### src/sv/spcf_pkg.sv
// ============================================================================
// spcf_pkg
// Types, constants and helpers shared by the servo position command framer.
// ============================================================================
package spcf_pkg;

    localparam int JOINT_COUNT  = 3;
    localparam int QUEUE_DEPTH  = 4;
    localparam int PIN_MAP_W    = 30;
    localparam int MAPPED_LEGS  = 6;

    // Pulse width arithmetic. The reciprocal of 991 scaled by 1000 and by
    // 2**20 is exact for every clamped angle offset in 0..1800.
    localparam logic signed [11:0] ANGLE_LIMIT = 12'sd900;
    localparam logic [11:0]        PWM_BASE    = 12'd592;
    localparam logic [31:0]        RECIP_MUL   = 32'd1058099;
    localparam int                 RECIP_SHIFT = 20;

    localparam logic [7:0]  POS_HEADER    = 8'h80;
    localparam logic [7:0]  COMMIT_HEADER = 8'hA1;
    localparam logic [7:0]  NONE_HEADER   = 8'h00;
    localparam logic [15:0] FREE_TIME     = 16'd200;

    typedef enum logic [1:0] {
        CMD_BEGIN  = 2'd0,
        CMD_LEG    = 2'd1,
        CMD_COMMIT = 2'd2,
        CMD_FREE   = 2'd3
    } t_cmd;

    // Configuration register indexes, also the joint numbers.
    localparam logic [1:0] CFG_COXA  = 2'd0;
    localparam logic [1:0] CFG_FEMUR = 2'd1;
    localparam logic [1:0] CFG_TIBIA = 2'd2;

    localparam logic [1:0] JNT_COXA  = 2'd0;
    localparam logic [1:0] JNT_FEMUR = 2'd1;
    localparam logic [1:0] JNT_TIBIA = 2'd2;

    // One unit of work handed from the front to the back.
    typedef struct packed {
        logic        is_free;
        logic [7:0]  header;
        logic [15:0] payload;
        logic        sent;
        logic        last;
    } t_job;

    // Channel number of one leg from a pin map; legs past the sixth read 0.
    function automatic logic [4:0] pin_of(input logic [PIN_MAP_W-1:0] map,
                                          input logic [2:0] leg);
        logic [4:0] ch;
        unique case (leg)
            3'd0:    ch = map[4:0];
            3'd1:    ch = map[9:5];
            3'd2:    ch = map[14:10];
            3'd3:    ch = map[19:15];
            3'd4:    ch = map[24:20];
            3'd5:    ch = map[29:25];
            default: ch = 5'd0;
        endcase
        return ch;
    endfunction

endpackage

### src/sv/spcf_cmd_if.sv
// ============================================================================
// spcf_cmd_if
// Command channel: one begin, leg update, commit or free per transfer.
// ============================================================================
interface spcf_cmd_if;
    logic               valid;
    logic               ready;
    logic [1:0]         command;
    logic [2:0]         leg_index;
    logic signed [10:0] coxa_angle;
    logic signed [10:0] femur_angle;
    logic signed [10:0] tibia_angle;
    logic [15:0]        move_time;

    modport source (output valid, command, leg_index, coxa_angle, femur_angle,
                    tibia_angle, move_time, input ready);
    modport sink   (input valid, command, leg_index, coxa_angle, femur_angle,
                    tibia_angle, move_time, output ready);
endinterface

### src/sv/spcf_frm_if.sv
// ============================================================================
// spcf_frm_if
// Frame channel: one servo controller command per transfer.
// ============================================================================
interface spcf_frm_if;
    logic        valid;
    logic        ready;
    logic [7:0]  header;
    logic [15:0] payload;
    logic        sent;
    logic        last;

    modport source (output valid, header, payload, sent, last, input ready);
    modport sink   (input valid, header, payload, sent, last, output ready);
endinterface

### src/sv/spcf_front.sv
// ============================================================================
// spcf_front
// Accepts commands, converts joint angles to pulse widths, compares them with
// the stored widths and queues one job per frame, or one job for a whole free.
// ============================================================================
module spcf_front
    import spcf_pkg::*;
#(
    parameter int LEG_COUNT = 6
) (
    input  logic              i_clk,
    input  logic              i_rst_n,
    spcf_cmd_if.sink          i_cmd,
    input  logic              i_cfg_we,
    input  logic [1:0]        i_cfg_index,
    input  logic [PIN_MAP_W-1:0] i_cfg_data,
    input  logic              i_q_full,
    output logic              o_push,
    output t_job              o_job
);

    localparam int LEG_W = (LEG_COUNT > 1) ? $clog2(LEG_COUNT) : 1;

    typedef enum logic [1:0] {
        ST_IDLE,
        ST_MUL,
        ST_CMP,
        ST_EMIT
    } t_state;

    t_state                     r_state;
    logic                       r_changed;
    logic                       r_active;
    logic [PIN_MAP_W-1:0]       r_pin_map [JOINT_COUNT];
    logic [11:0]                r_last_w  [JOINT_COUNT][LEG_COUNT];
    logic [2:0]                 r_leg;
    logic signed [10:0]         r_angle   [JOINT_COUNT];
    logic [31:0]                r_prod    [JOINT_COUNT];
    logic [11:0]                r_width   [JOINT_COUNT];
    logic [JOINT_COUNT-1:0]     r_mask;
    logic [1:0]                 r_joint;

    logic                       w_accept;
    logic                       w_advance;
    logic                       w_last_joint;
    logic [10:0]                w_offset  [JOINT_COUNT];
    logic [11:0]                w_width   [JOINT_COUNT];
    logic [LEG_W-1:0]           w_slot;
    logic signed [11:0]         w_ext;

    assign i_cmd.ready = (r_state == ST_IDLE) && !i_q_full;
    assign w_accept    = i_cmd.valid && i_cmd.ready;
    assign w_slot      = LEG_W'(r_leg);

    // Clamp to +-90.0 degrees and shift into 0..1800.
    always_comb begin
        for (int j = 0; j < JOINT_COUNT; j++) begin
            w_ext = 12'(r_angle[j]);
            if (w_ext > ANGLE_LIMIT) begin
                w_ext = ANGLE_LIMIT;
            end else if (w_ext < -ANGLE_LIMIT) begin
                w_ext = -ANGLE_LIMIT;
            end
            w_offset[j] = 11'(w_ext + ANGLE_LIMIT);
            w_width[j]  = 12'(r_prod[j] >> RECIP_SHIFT) + PWM_BASE;
        end
    end

    // A position frame is the last one of its update when no later joint
    // has changed.
    always_comb begin
        unique case (r_joint)
            JNT_COXA:  w_last_joint = !r_mask[1] && !r_mask[2];
            JNT_FEMUR: w_last_joint = !r_mask[2];
            default:   w_last_joint = 1'b1;
        endcase
    end

    assign w_advance = !r_mask[r_joint] || !i_q_full;

    always_comb begin
        o_push = 1'b0;
        o_job  = '0;
        unique case (r_state)
            ST_IDLE: begin
                if (w_accept && t_cmd'(i_cmd.command) == CMD_COMMIT) begin
                    o_push = 1'b1;
                    o_job.last = 1'b1;
                    if (r_changed) begin
                        o_job.header  = COMMIT_HEADER;
                        o_job.payload = i_cmd.move_time;
                        o_job.sent    = 1'b1;
                    end else begin
                        o_job.header  = NONE_HEADER;
                    end
                end else if (w_accept && t_cmd'(i_cmd.command) == CMD_FREE
                             && r_active) begin
                    o_push        = 1'b1;
                    o_job.is_free = 1'b1;
                    o_job.sent    = 1'b1;
                    o_job.last    = 1'b1;
                end
            end
            ST_EMIT: begin
                if (r_mask[r_joint] && !i_q_full) begin
                    o_push        = 1'b1;
                    o_job.header  = POS_HEADER
                                  + {3'b000, pin_of(r_pin_map[r_joint], r_leg)};
                    o_job.payload = {4'h0, r_width[r_joint]};
                    o_job.sent    = 1'b1;
                    o_job.last    = w_last_joint;
                end
            end
            default: begin
            end
        endcase
    end

    always_ff @(posedge i_clk) begin
        if (!i_rst_n) begin
            r_state   <= ST_IDLE;
            r_changed <= 1'b0;
            r_active  <= 1'b0;
            r_joint   <= JNT_COXA;
            for (int j = 0; j < JOINT_COUNT; j++) begin
                r_pin_map[j] <= '0;
                for (int l = 0; l < LEG_COUNT; l++) begin
                    r_last_w[j][l] <= '0;
                end
            end
        end else begin
            if (i_cfg_we) begin
                unique case (i_cfg_index)
                    CFG_COXA:  r_pin_map[JNT_COXA]  <= i_cfg_data;
                    CFG_FEMUR: r_pin_map[JNT_FEMUR] <= i_cfg_data;
                    CFG_TIBIA: r_pin_map[JNT_TIBIA] <= i_cfg_data;
                    default: begin
                    end
                endcase
            end

            unique case (r_state)
                ST_IDLE: begin
                    if (w_accept) begin
                        r_leg      <= i_cmd.leg_index;
                        r_angle[0] <= i_cmd.coxa_angle;
                        r_angle[1] <= i_cmd.femur_angle;
                        r_angle[2] <= i_cmd.tibia_angle;
                        unique case (t_cmd'(i_cmd.command))
                            CMD_BEGIN: begin
                                r_changed <= 1'b0;
                            end
                            CMD_LEG: begin
                                if ({1'b0, i_cmd.leg_index} < 4'(LEG_COUNT)) begin
                                    r_state <= ST_MUL;
                                end
                            end
                            CMD_COMMIT: begin
                                if (r_changed) begin
                                    r_active <= 1'b1;
                                end
                            end
                            CMD_FREE: begin
                                if (r_active) begin
                                    r_active <= 1'b0;
                                    for (int j = 0; j < JOINT_COUNT; j++) begin
                                        for (int l = 0; l < LEG_COUNT; l++) begin
                                            r_last_w[j][l] <= '0;
                                        end
                                    end
                                end
                            end
                        endcase
                    end
                end
                ST_MUL: begin
                    for (int j = 0; j < JOINT_COUNT; j++) begin
                        r_prod[j] <= 32'(w_offset[j]) * RECIP_MUL;
                    end
                    r_state <= ST_CMP;
                end
                ST_CMP: begin
                    for (int j = 0; j < JOINT_COUNT; j++) begin
                        r_width[j] <= w_width[j];
                        r_mask[j]  <= (r_last_w[j][w_slot] != w_width[j]);
                    end
                    r_joint <= JNT_COXA;
                    r_state <= ST_EMIT;
                end
                ST_EMIT: begin
                    if (o_push) begin
                        r_last_w[r_joint][w_slot] <= r_width[r_joint];
                        r_changed <= 1'b1;
                    end
                    if (w_advance) begin
                        if (r_joint == JNT_TIBIA) begin
                            r_state <= ST_IDLE;
                        end else begin
                            r_joint <= r_joint + 2'd1;
                        end
                    end
                end
            endcase
        end
    end

endmodule

### src/sv/spcf_queue.sv
// ============================================================================
// spcf_queue
// Short job queue between the classifying front and the framing back.
// ============================================================================
module spcf_queue
    import spcf_pkg::*;
(
    input  logic i_clk,
    input  logic i_rst_n,
    input  logic i_push,
    input  t_job i_job,
    input  logic i_pop,
    output t_job o_job,
    output logic o_full,
    output logic o_empty
);

    localparam int PTR_W = $clog2(QUEUE_DEPTH);

    t_job             r_mem [QUEUE_DEPTH];
    logic [PTR_W-1:0] r_wr_ptr;
    logic [PTR_W-1:0] r_rd_ptr;
    logic [PTR_W:0]   r_count;

    assign o_full  = (r_count == (PTR_W+1)'(QUEUE_DEPTH));
    assign o_empty = (r_count == '0);
    assign o_job   = r_mem[r_rd_ptr];

    always_ff @(posedge i_clk) begin
        if (i_push) begin
            r_mem[r_wr_ptr] <= i_job;
        end
    end

    always_ff @(posedge i_clk) begin
        if (!i_rst_n) begin
            r_wr_ptr <= '0;
            r_rd_ptr <= '0;
            r_count  <= '0;
        end else begin
            if (i_push) begin
                r_wr_ptr <= r_wr_ptr + 1'b1;
            end
            if (i_pop) begin
                r_rd_ptr <= r_rd_ptr + 1'b1;
            end
            if (i_push && !i_pop) begin
                r_count <= r_count + 1'b1;
            end else if (i_pop && !i_push) begin
                r_count <= r_count - 1'b1;
            end
        end
    end

endmodule

### src/sv/spcf_back.sv
// ============================================================================
// spcf_back
// Takes jobs from the queue and drives the frame output register; a free job
// expands into one release frame per channel followed by a commit.
// ============================================================================
module spcf_back
    import spcf_pkg::*;
#(
    parameter int CHANNEL_COUNT = 32
) (
    input  logic      i_clk,
    input  logic      i_rst_n,
    input  t_job      i_job,
    input  logic      i_empty,
    output logic      o_pop,
    spcf_frm_if.source o_frm
);

    localparam int CNT_W = $clog2(CHANNEL_COUNT + 1);

    logic             r_valid;
    logic [7:0]       r_header;
    logic [15:0]      r_payload;
    logic             r_sent;
    logic             r_last;
    logic             r_freeing;
    logic [CNT_W-1:0] r_chan;

    logic             w_load;

    assign w_load = !r_valid || o_frm.ready;
    assign o_pop  = w_load && !r_freeing && !i_empty;

    assign o_frm.valid   = r_valid;
    assign o_frm.header  = r_header;
    assign o_frm.payload = r_payload;
    assign o_frm.sent    = r_sent;
    assign o_frm.last    = r_last;

    always_ff @(posedge i_clk) begin
        if (!i_rst_n) begin
            r_valid   <= 1'b0;
            r_freeing <= 1'b0;
            r_chan    <= '0;
        end else if (w_load) begin
            if (r_freeing) begin
                r_valid <= 1'b1;
                r_sent  <= 1'b1;
                if (r_chan == CNT_W'(CHANNEL_COUNT)) begin
                    r_header  <= COMMIT_HEADER;
                    r_payload <= FREE_TIME;
                    r_last    <= 1'b1;
                    r_freeing <= 1'b0;
                end else begin
                    r_header  <= POS_HEADER + {3'b000, 5'(r_chan)};
                    r_payload <= '0;
                    r_last    <= 1'b0;
                    r_chan    <= r_chan + 1'b1;
                end
            end else if (!i_empty) begin
                r_valid <= 1'b1;
                if (i_job.is_free) begin
                    // Channel 0 goes out right away; the rest follow.
                    r_header  <= POS_HEADER;
                    r_payload <= '0;
                    r_sent    <= 1'b1;
                    r_last    <= 1'b0;
                    r_freeing <= 1'b1;
                    r_chan    <= CNT_W'(1);
                end else begin
                    r_header  <= i_job.header;
                    r_payload <= i_job.payload;
                    r_sent    <= i_job.sent;
                    r_last    <= i_job.last;
                end
            end else begin
                r_valid <= 1'b0;
            end
        end
    end

endmodule

### src/sv/servo_position_command_framer.sv
// ============================================================================
// servo_position_command_framer
// Turns leg joint angles into servo position frames, sent only for servos
// whose pulse width changed, plus commit and release-all frames.
// ============================================================================
//  Port        Dir   Handshake        Carries
//  i_cmd       in    valid/ready      command, leg, three angles, move time
//  o_frm       out   valid/ready      header, payload, sent, last
//  i_cfg_*     in    write enable     pin map registers 0..2
//
// Begin, commit and free are taken straight from idle when the job queue has room.
// A leg update holds the front through capture, multiply, compare and one slot
// per joint, longer when the queue is full.
// A free keeps the back busy for CHANNEL_COUNT + 1 output transfers.
// Synchronous reset clears the stored widths, flags, pin maps and queue.
// The four-entry queue lets the front keep accepting while o_frm is stalled.
module servo_position_command_framer
    import spcf_pkg::*;
#(
    parameter int LEG_COUNT     = 6,
    parameter int CHANNEL_COUNT = 32
) (
    input  logic                 i_clk,
    input  logic                 i_rst_n,
    spcf_cmd_if.sink             i_cmd,
    spcf_frm_if.source           o_frm,
    input  logic                 i_cfg_we,
    input  logic [1:0]           i_cfg_index,
    input  logic [PIN_MAP_W-1:0] i_cfg_data
);

    logic w_push;
    logic w_pop;
    logic w_full;
    logic w_empty;
    t_job w_in_job;
    t_job w_out_job;

    spcf_front #(
        .LEG_COUNT (LEG_COUNT)
    ) u_front (
        .i_clk       (i_clk),
        .i_rst_n     (i_rst_n),
        .i_cmd       (i_cmd),
        .i_cfg_we    (i_cfg_we),
        .i_cfg_index (i_cfg_index),
        .i_cfg_data  (i_cfg_data),
        .i_q_full    (w_full),
        .o_push      (w_push),
        .o_job       (w_in_job)
    );

    spcf_queue u_queue (
        .i_clk   (i_clk),
        .i_rst_n (i_rst_n),
        .i_push  (w_push),
        .i_job   (w_in_job),
        .i_pop   (w_pop),
        .o_job   (w_out_job),
        .o_full  (w_full),
        .o_empty (w_empty)
    );

    spcf_back #(
        .CHANNEL_COUNT (CHANNEL_COUNT)
    ) u_back (
        .i_clk   (i_clk),
        .i_rst_n (i_rst_n),
        .i_job   (w_out_job),
        .i_empty (w_empty),
        .o_pop   (w_pop),
        .o_frm   (o_frm)
    );

endmodule

### src/flat_wrapper.sv
// flat-port wrapper written by rule: the top's interface ports become plain ports
module servo_position_command_framer_flat import spcf_pkg::*;
#(
    parameter int LEG_COUNT     = 6,
    parameter int CHANNEL_COUNT = 32
)
  (i_clk, i_rst_n, i_cfg_we, i_cfg_index, i_cfg_data, i_cmd_valid, i_cmd_command, i_cmd_leg_index, i_cmd_coxa_angle, i_cmd_femur_angle, i_cmd_tibia_angle, i_cmd_move_time, i_cmd_ready, o_frm_valid, o_frm_header, o_frm_payload, o_frm_sent, o_frm_last, o_frm_ready);
  spcf_cmd_if i_cmd_i ();
  spcf_frm_if o_frm_i ();
  input  logic i_clk;
  input  logic i_rst_n;
  input  logic i_cfg_we;
  input  logic [1:0] i_cfg_index;
  input  logic [PIN_MAP_W-1:0] i_cfg_data;
  input wire logic [$bits(i_cmd_i.valid)-1:0] i_cmd_valid;
  input wire logic [$bits(i_cmd_i.command)-1:0] i_cmd_command;
  input wire logic [$bits(i_cmd_i.leg_index)-1:0] i_cmd_leg_index;
  input wire logic [$bits(i_cmd_i.coxa_angle)-1:0] i_cmd_coxa_angle;
  input wire logic [$bits(i_cmd_i.femur_angle)-1:0] i_cmd_femur_angle;
  input wire logic [$bits(i_cmd_i.tibia_angle)-1:0] i_cmd_tibia_angle;
  input wire logic [$bits(i_cmd_i.move_time)-1:0] i_cmd_move_time;
  output wire logic [$bits(i_cmd_i.ready)-1:0] i_cmd_ready;
  output wire logic [$bits(o_frm_i.valid)-1:0] o_frm_valid;
  output wire logic [$bits(o_frm_i.header)-1:0] o_frm_header;
  output wire logic [$bits(o_frm_i.payload)-1:0] o_frm_payload;
  output wire logic [$bits(o_frm_i.sent)-1:0] o_frm_sent;
  output wire logic [$bits(o_frm_i.last)-1:0] o_frm_last;
  input wire logic [$bits(o_frm_i.ready)-1:0] o_frm_ready;
  assign i_cmd_i.valid = i_cmd_valid;
  assign i_cmd_i.command = i_cmd_command;
  assign i_cmd_i.leg_index = i_cmd_leg_index;
  assign i_cmd_i.coxa_angle = i_cmd_coxa_angle;
  assign i_cmd_i.femur_angle = i_cmd_femur_angle;
  assign i_cmd_i.tibia_angle = i_cmd_tibia_angle;
  assign i_cmd_i.move_time = i_cmd_move_time;
  assign i_cmd_ready = i_cmd_i.ready;
  assign o_frm_valid = o_frm_i.valid;
  assign o_frm_header = o_frm_i.header;
  assign o_frm_payload = o_frm_i.payload;
  assign o_frm_sent = o_frm_i.sent;
  assign o_frm_last = o_frm_i.last;
  assign o_frm_i.ready = o_frm_ready;
  servo_position_command_framer #(.LEG_COUNT(LEG_COUNT), .CHANNEL_COUNT(CHANNEL_COUNT)) u_core (.i_clk(i_clk), .i_rst_n(i_rst_n), .i_cmd(i_cmd_i), .o_frm(o_frm_i), .i_cfg_we(i_cfg_we), .i_cfg_index(i_cfg_index), .i_cfg_data(i_cfg_data));
endmodule
### config.mk
export PLATFORM = sky130hd
export DESIGN_NAME = servo_position_command_framer_flat
export DESIGN_NICKNAME = d
export VERILOG_FILES = /design/src/sv/spcf_pkg.sv /design/src/sv/spcf_cmd_if.sv /design/src/sv/spcf_frm_if.sv /design/src/sv/spcf_front.sv /design/src/sv/spcf_queue.sv /design/src/sv/spcf_back.sv /design/src/sv/servo_position_command_framer.sv /design/src/flat_wrapper.sv
export SDC_FILE = /design/constraint.sdc
export NUM_CORES = 1
export LEC_CHECK = 0
export BUFFER_PORTS_ARGS = -buffer_cell sky130_fd_sc_hd__buf_2
export CORE_AREA = 2 2 256 321
export DETAILED_ROUTE_END_ITERATION = 12
export DIE_AREA = 0 0 258 323
export GPL_TIMING_DRIVEN = 0
export PLACE_DENSITY = 0.55
export SYNTH_ARGS = -nofsm -noshare
export SYNTH_HDL_FRONTEND = slang
export SYNTH_SLANG_ARGS = --single-unit
### constraint.sdc
create_clock -name i_clk -period 9.1 [get_ports i_clk]
set_input_delay 0 -clock i_clk [delete_from_list [all_inputs] [get_ports i_clk]]
set_output_delay 0 -clock i_clk [all_outputs]
set_load 0.01 [all_outputs]
# After elaboration in Yosys (flattened, before gate mapping)
# Memory sizes are Yosys's and may differ from the RTL's. A register that Yosys moved wholly into a read port is not among the register bits.
# Index checks and enable logic that the tools add are counted.
# totals
regBits	53
ram_bits	579
mem_count	6
in_bits	91
# classes
n_addsub	14
bitwise	22
eq_ne	31
order_cmp	10
muxes	141
multipliers	3
reduce_logical	43
# memory_table
name	depth	word_bits	read_ports	rd_clocked_by_memory_dff	wr	line	rtl
u_core.u_front.r_last_w	3	72	3	0	3	spcf_front.sv:35	logic [11:0] r_last_w [JOINT_COUNT][LEG_COUNT];
u_core.u_queue.r_mem	4	27	1	1	1	spcf_queue.sv:20	t_job r_mem [QUEUE_DEPTH];
u_core.u_front.r_prod	3	32	3	0	3	spcf_front.sv:38	logic [31:0] r_prod [JOINT_COUNT];
u_core.u_front.r_pin_map	3	30	1	1	3	spcf_front.sv:34	logic [PIN_MAP_W-1:0] r_pin_map [JOINT_COUNT];
u_core.u_front.r_width	3	12	1	1	3	spcf_front.sv:39	logic [11:0] r_width [JOINT_COUNT];
u_core.u_front.r_angle	3	11	3	0	3	spcf_front.sv:37	logic signed [10:0] r_angle [JOINT_COUNT];
# ops
operator	count
12-bit 2-to-1 mux	25
72-bit 2-to-1 mux	3
12-bit binary-select mux with 3-bit select	3
11-bit by 21-bit multiplier with 32-bit output (second input constant)	3
30-bit 2-to-1 mux	3
72-bit OR reduction	1
11-bit 2-to-1 mux	6
1-bit 2-to-1 mux	55
26-bit one-hot mux with 2 select lines	1
16-bit 2-to-1 mux	3
8-bit 2-to-1 mux	6
12-bit by 10-bit adder with 12-bit output (second input constant)	3
12-bit demux with 3-bit select	1
12-bit != test	3
11-bit adder (second input constant)	3
11-bit > comparator (second input constant)	3
11-bit less-than comparator (second input constant)	3
2-bit 2-to-1 mux	16
5-bit one-hot mux with 6 select lines	1
26-bit 2-to-1 mux	1
24-bit 2-to-1 mux	1
6-bit 2-to-1 mux	4
1-bit OR	21
17-bit 2-to-1 mux	1
other kinds (34)	94

# Logic depth before layout (Yosys ltp)
# logic_depth
word_depth	15
depth_mapped	33

# By module
# A second synthesis with hierarchy kept.
# hier_totals
cells_unflattened	2614
area_unflattened_um2	32708.9
# modules_own_cells
module	cells_each	n_inst	area_each_um2
spcf_front	2311	1	26855.8
spcf_queue	184	1	4389.2
spcf_back	119	1	1463.9

# Least setup slack after synthesis
# No wires, ideal clock.
# synth_path
path_type	reg-to-reg
start	memory u_core.u_front.r_angle[0][4]
end	memory u_core.u_front.r_prod[0][31], data pin
t_arrival_ps	6809
setup_time_ps	255
path_buffers	2
t_required_ps	8845
period_less_slack_ps	7064
stages_incl_launch_ff	32
slack_ps	2036
cell_sequence	edfxtp_1 -> and3_1 -> nand3_1 -> nand2_1 -> nand2_1 -> ha_1 -> clkbuf_1 -> nor2_1 -> or2_2 -> inv_1 -> ha_1 -> o21ai_0 -> and3_1 -> a211oi_1 -> or2_2 -> clkbuf_1 -> nand2_1 -> fa_1 -> fa_1 -> inv_1 -> fa_1 -> inv_1 -> fa_1 -> inv_1 -> ha_1 -> a21o_1 -> a21o_1 -> a211o_1 -> a211oi_1 -> o21ai_2 -> a31o_2 -> and3_1
# synth_rtl
item	line
start: declaration	spcf_front.sv:37
end: declaration	spcf_front.sv:38

==> out/results.ini <==
[sta]
max_slew_margin = 0.05421
fmaxAchievable_mhz = 118.7
finalCritPeriodShare = 0.9257
finClkSkew_ns = 0.02907
rsz0062_at_grt = false
final.setup.tns_ns = 0
worst_pin_slew_ns = 1.419
finalHoldViolCount = 0
slew_viol_final = 0
finalSetupViolations = 0
min_period_ns = 8.424

[worst_setup_path]
critical_path.startpoint = u_core.u_front.r_angle[0][4]
worstPathArrival_ns = 8.78
crit_slowest_cell = a211oi_1
critPathMaxFanout = 10
cp.required_ns = 9.45
cpPeakStageDelay_ns = 0.72
crit_type = reg2reg
startpoint_type = register
cp_top_family = adder cells
critPathBufInv = 6
endpoint_kind = register
r2r-start = u_core.u_front.r_angle[0][4]

[detailed_routing]
drtAntennaViolNets = 0
drtIter0Drc = 1391
avgViaCountPerCell = 5.224
wl_per_cell_um = 20.51
via_count = 20930
drcViolationCount = 0
wl_um = 82150
dr.pass1.iters = 5

[floorplan]
die_x_um = 258
die_h_um = 323
row_count = 117
core_um2 = 80660
initial_core_util = 0.3950
dieArea_um2 = 83330
ios = 119

[grt]
antenna_found_initial = 3
grt_start_max_net_pins = 40
grt_pass1_wl_um = 125800
grt-ovfl-total = 0
grt_pass1_vias = 21620
groute.usage.overall = 0.1981

[cts]
cts-root-buf = clkbuf_16
htreeDepth = 2
cts.path.max_buffers = 3
clock_sinks = 571
clk_pin_slew_ns = 0.06
clock_latency_ns = 0.64
cts_buffers = 58
tritoncts = built
post_cts_buffers = 0

[placement]
io_buffers = 117
hpwl_um = 61410
gp_congestion = 0.8603

[finish]
drive_gt1_frac = 0.1015
antenna_cells = 0
finish.utilization = 0.4556
fin_nets = 3361
synthToLayoutAreaGrowth_pct = 15.35

[worst_hold_path]
hp-start = i_cmd_coxa_angle[5]
min_path_type = in2reg

[synthesis]
yosys_warnings = 0
ys_ff_latch = 571
synth_ff_type = edfxtp_1
syn_area_um2 = 31860
syn_nets = 3087
syn_area_per_cell_um2 = 12.19
yosysSeqAreaShare = 0.5303
synth_edf_count = 546
netlist_instances = 2613
synth_cell_types = 71
async_flop_share = 0

[power]
ir_worst_vdd_uv = 419.2
leakage_nw = 15.01
power.density_nw_per_um2 = 390.5

[status]
outcome = complete, no violations

[run]
maxCapViolations = 0

[stage by stage]
stage | setup slack [ns] | total power [mW] | cell area [um2] | cells | hold slack, ns
floorplan | 2.036 | 9.739 | 31860 | 2613 | 0.09887
global placement | 0.8882 | 11.82 | 33790 | 3801 | 0.1793
detailed placement | 0.7252 | 12.03 | 33950 | 3807 | 0.1787
CTS | 0.6912 | 14.54 | 36730 | 4004 | 0.04071
global route | 0.1498 | 15.87 | 36750 | 4006 | 0.06330
finish | 0.6762 | 14.35 | 36750 | 4006 | 0.07641
[cells by family after synthesis]
kind of cell | after synthesis | synth area share
compound gates | 364 | 0.07501
xor+xnor | 108 | 0.02969
fa+ha+maj | 383 | 0.1728
buf+inv | 375 | 0.04587
flops | 571 | 0.5303
mux | 92 | 0.04072
other cells | 1 | 0.0001177
simple gates | 719 | 0.1055
[metal layers]
metal | track usage | wire length (um)
met5 | 0 | 22
met4 | 0.07270 | 3311
met3 | 0.02319 | 3283
met2 | 0.3680 | 43000
met1 | 0.2342 | 32530
[cells in the mapped netlist, types with 18 or more instances]
cell | instances | area [um2]
nor3_1 | 18 | 90.09
mux4_2 | 28 | 630.6
o21ai_0 | 85 | 425.4
o22ai_1 | 23 | 143.9
a21oi_1 | 63 | 315.3
edfxtp_1 | 546 | 16400
o221ai_1 | 23 | 201.4
xnor2_1 | 73 | 639.4
and2_1 | 53 | 331.6
a21o_1 | 20 | 150.1
buf_2 | 19 | 95.09
nand3_1 | 44 | 220.2
ha_1 | 288 | 3603
a22oi_1 | 69 | 518.0
nand4_1 | 20 | 125.1
nand2_1 | 116 | 435.4
xor2_1 | 35 | 306.5
clkbuf_1 | 78 | 292.8
dfxtp_1 | 25 | 500.5
nor2b_1 | 34 | 212.7
mux2i_1 | 55 | 550.5
nand2b_1 | 22 | 137.6
fa_1 | 95 | 1902
nor2_1 | 336 | 1261
inv_1 | 268 | 1006
[sequential cells by signal, summed over array words and instances (netlist names), named ones only]
register                     cells
u_core.u_queue.r_count           3
u_core.u_front.r_pin_map        90
u_core.u_front.r_joint           2
u_core.u_back.o_frm.header       7
u_core.u_front.r_mask            3
u_core.u_back.o_frm.last         1
u_core.u_front.r_active          1
u_core.u_back.o_frm.payload     16
u_core.u_back.o_frm.valid        1
u_core.u_front.r_angle          33
u_core.u_front.r_changed         1
u_core.u_back.r_freeing          1
u_core.u_back.o_frm.sent         1
u_core.u_front.r_state           2
u_core.u_front.r_width          36
u_core.u_queue.r_rd_ptr          2
u_core.u_queue.r_wr_ptr          2
u_core.u_front.r_leg             3
u_core.u_queue.r_mem           104
u_core.u_front.r_prod           36
u_core.u_back.r_chan             6
u_core.u_front.r_last_w        216
[final cells by class]
type | count | area, um2
plain buffers | 107 | 455.4
well taps | 1071 | 1340
fillers | 7430 | 43910
repair buffers | 214 | 1598
clock inverters | 26 | 284.0
clock buffers | 82 | 1604
multi-input cells | 1667 | 13570
flip-flops and latches | 571 | 16900
inverters | 268 | 1006
[power breakdown]
group          switching (mW)  internal (mW)  total [mW]
clock network            1.01           1.37        2.38
logic                    5.00           3.56        8.56
registers               0.135           3.28        3.42
total                    6.14           8.21        14.4
[worst paths after layout]
check                                       to  slack, ns  cells after the start
hold / removal    u_core.u_front.r_angle[0][5]       0.08                      2
setup reg to reg  u_core.u_front.r_prod[0][30]       0.68                     32
setup / recovery  u_core.u_front.r_prod[0][30]       0.68                     32
hold reg to reg   u_core.u_front.r_width[2][2]       0.49                      0
[cells in the final DEF, fill, tap and decap left out, drive strengths merged, types with 20 or more instances in the layout]
master         n
nor2b         34
mux4          29
nor2         336
ha           288
mux2i         55
o22ai         23
nand3         45
fa            95
o221ai        23
nand2b        22
a22oi         69
xnor2         73
clkbuf       160
xor2          35
inv          270
a21o          20
and2          53
buf          154
a21oi         63
dfxtp         25
dlygate4sd3   89
edfxtp       546
nand4         20
nand2        116
o21ai         89
[what timing repair did]
item	4_1_cts	5_1_grt
endpoints found under the hold margin	213	0
hold buffers	89	0
gates resized for setup	0	0
(Power assumes the default switching activity.)
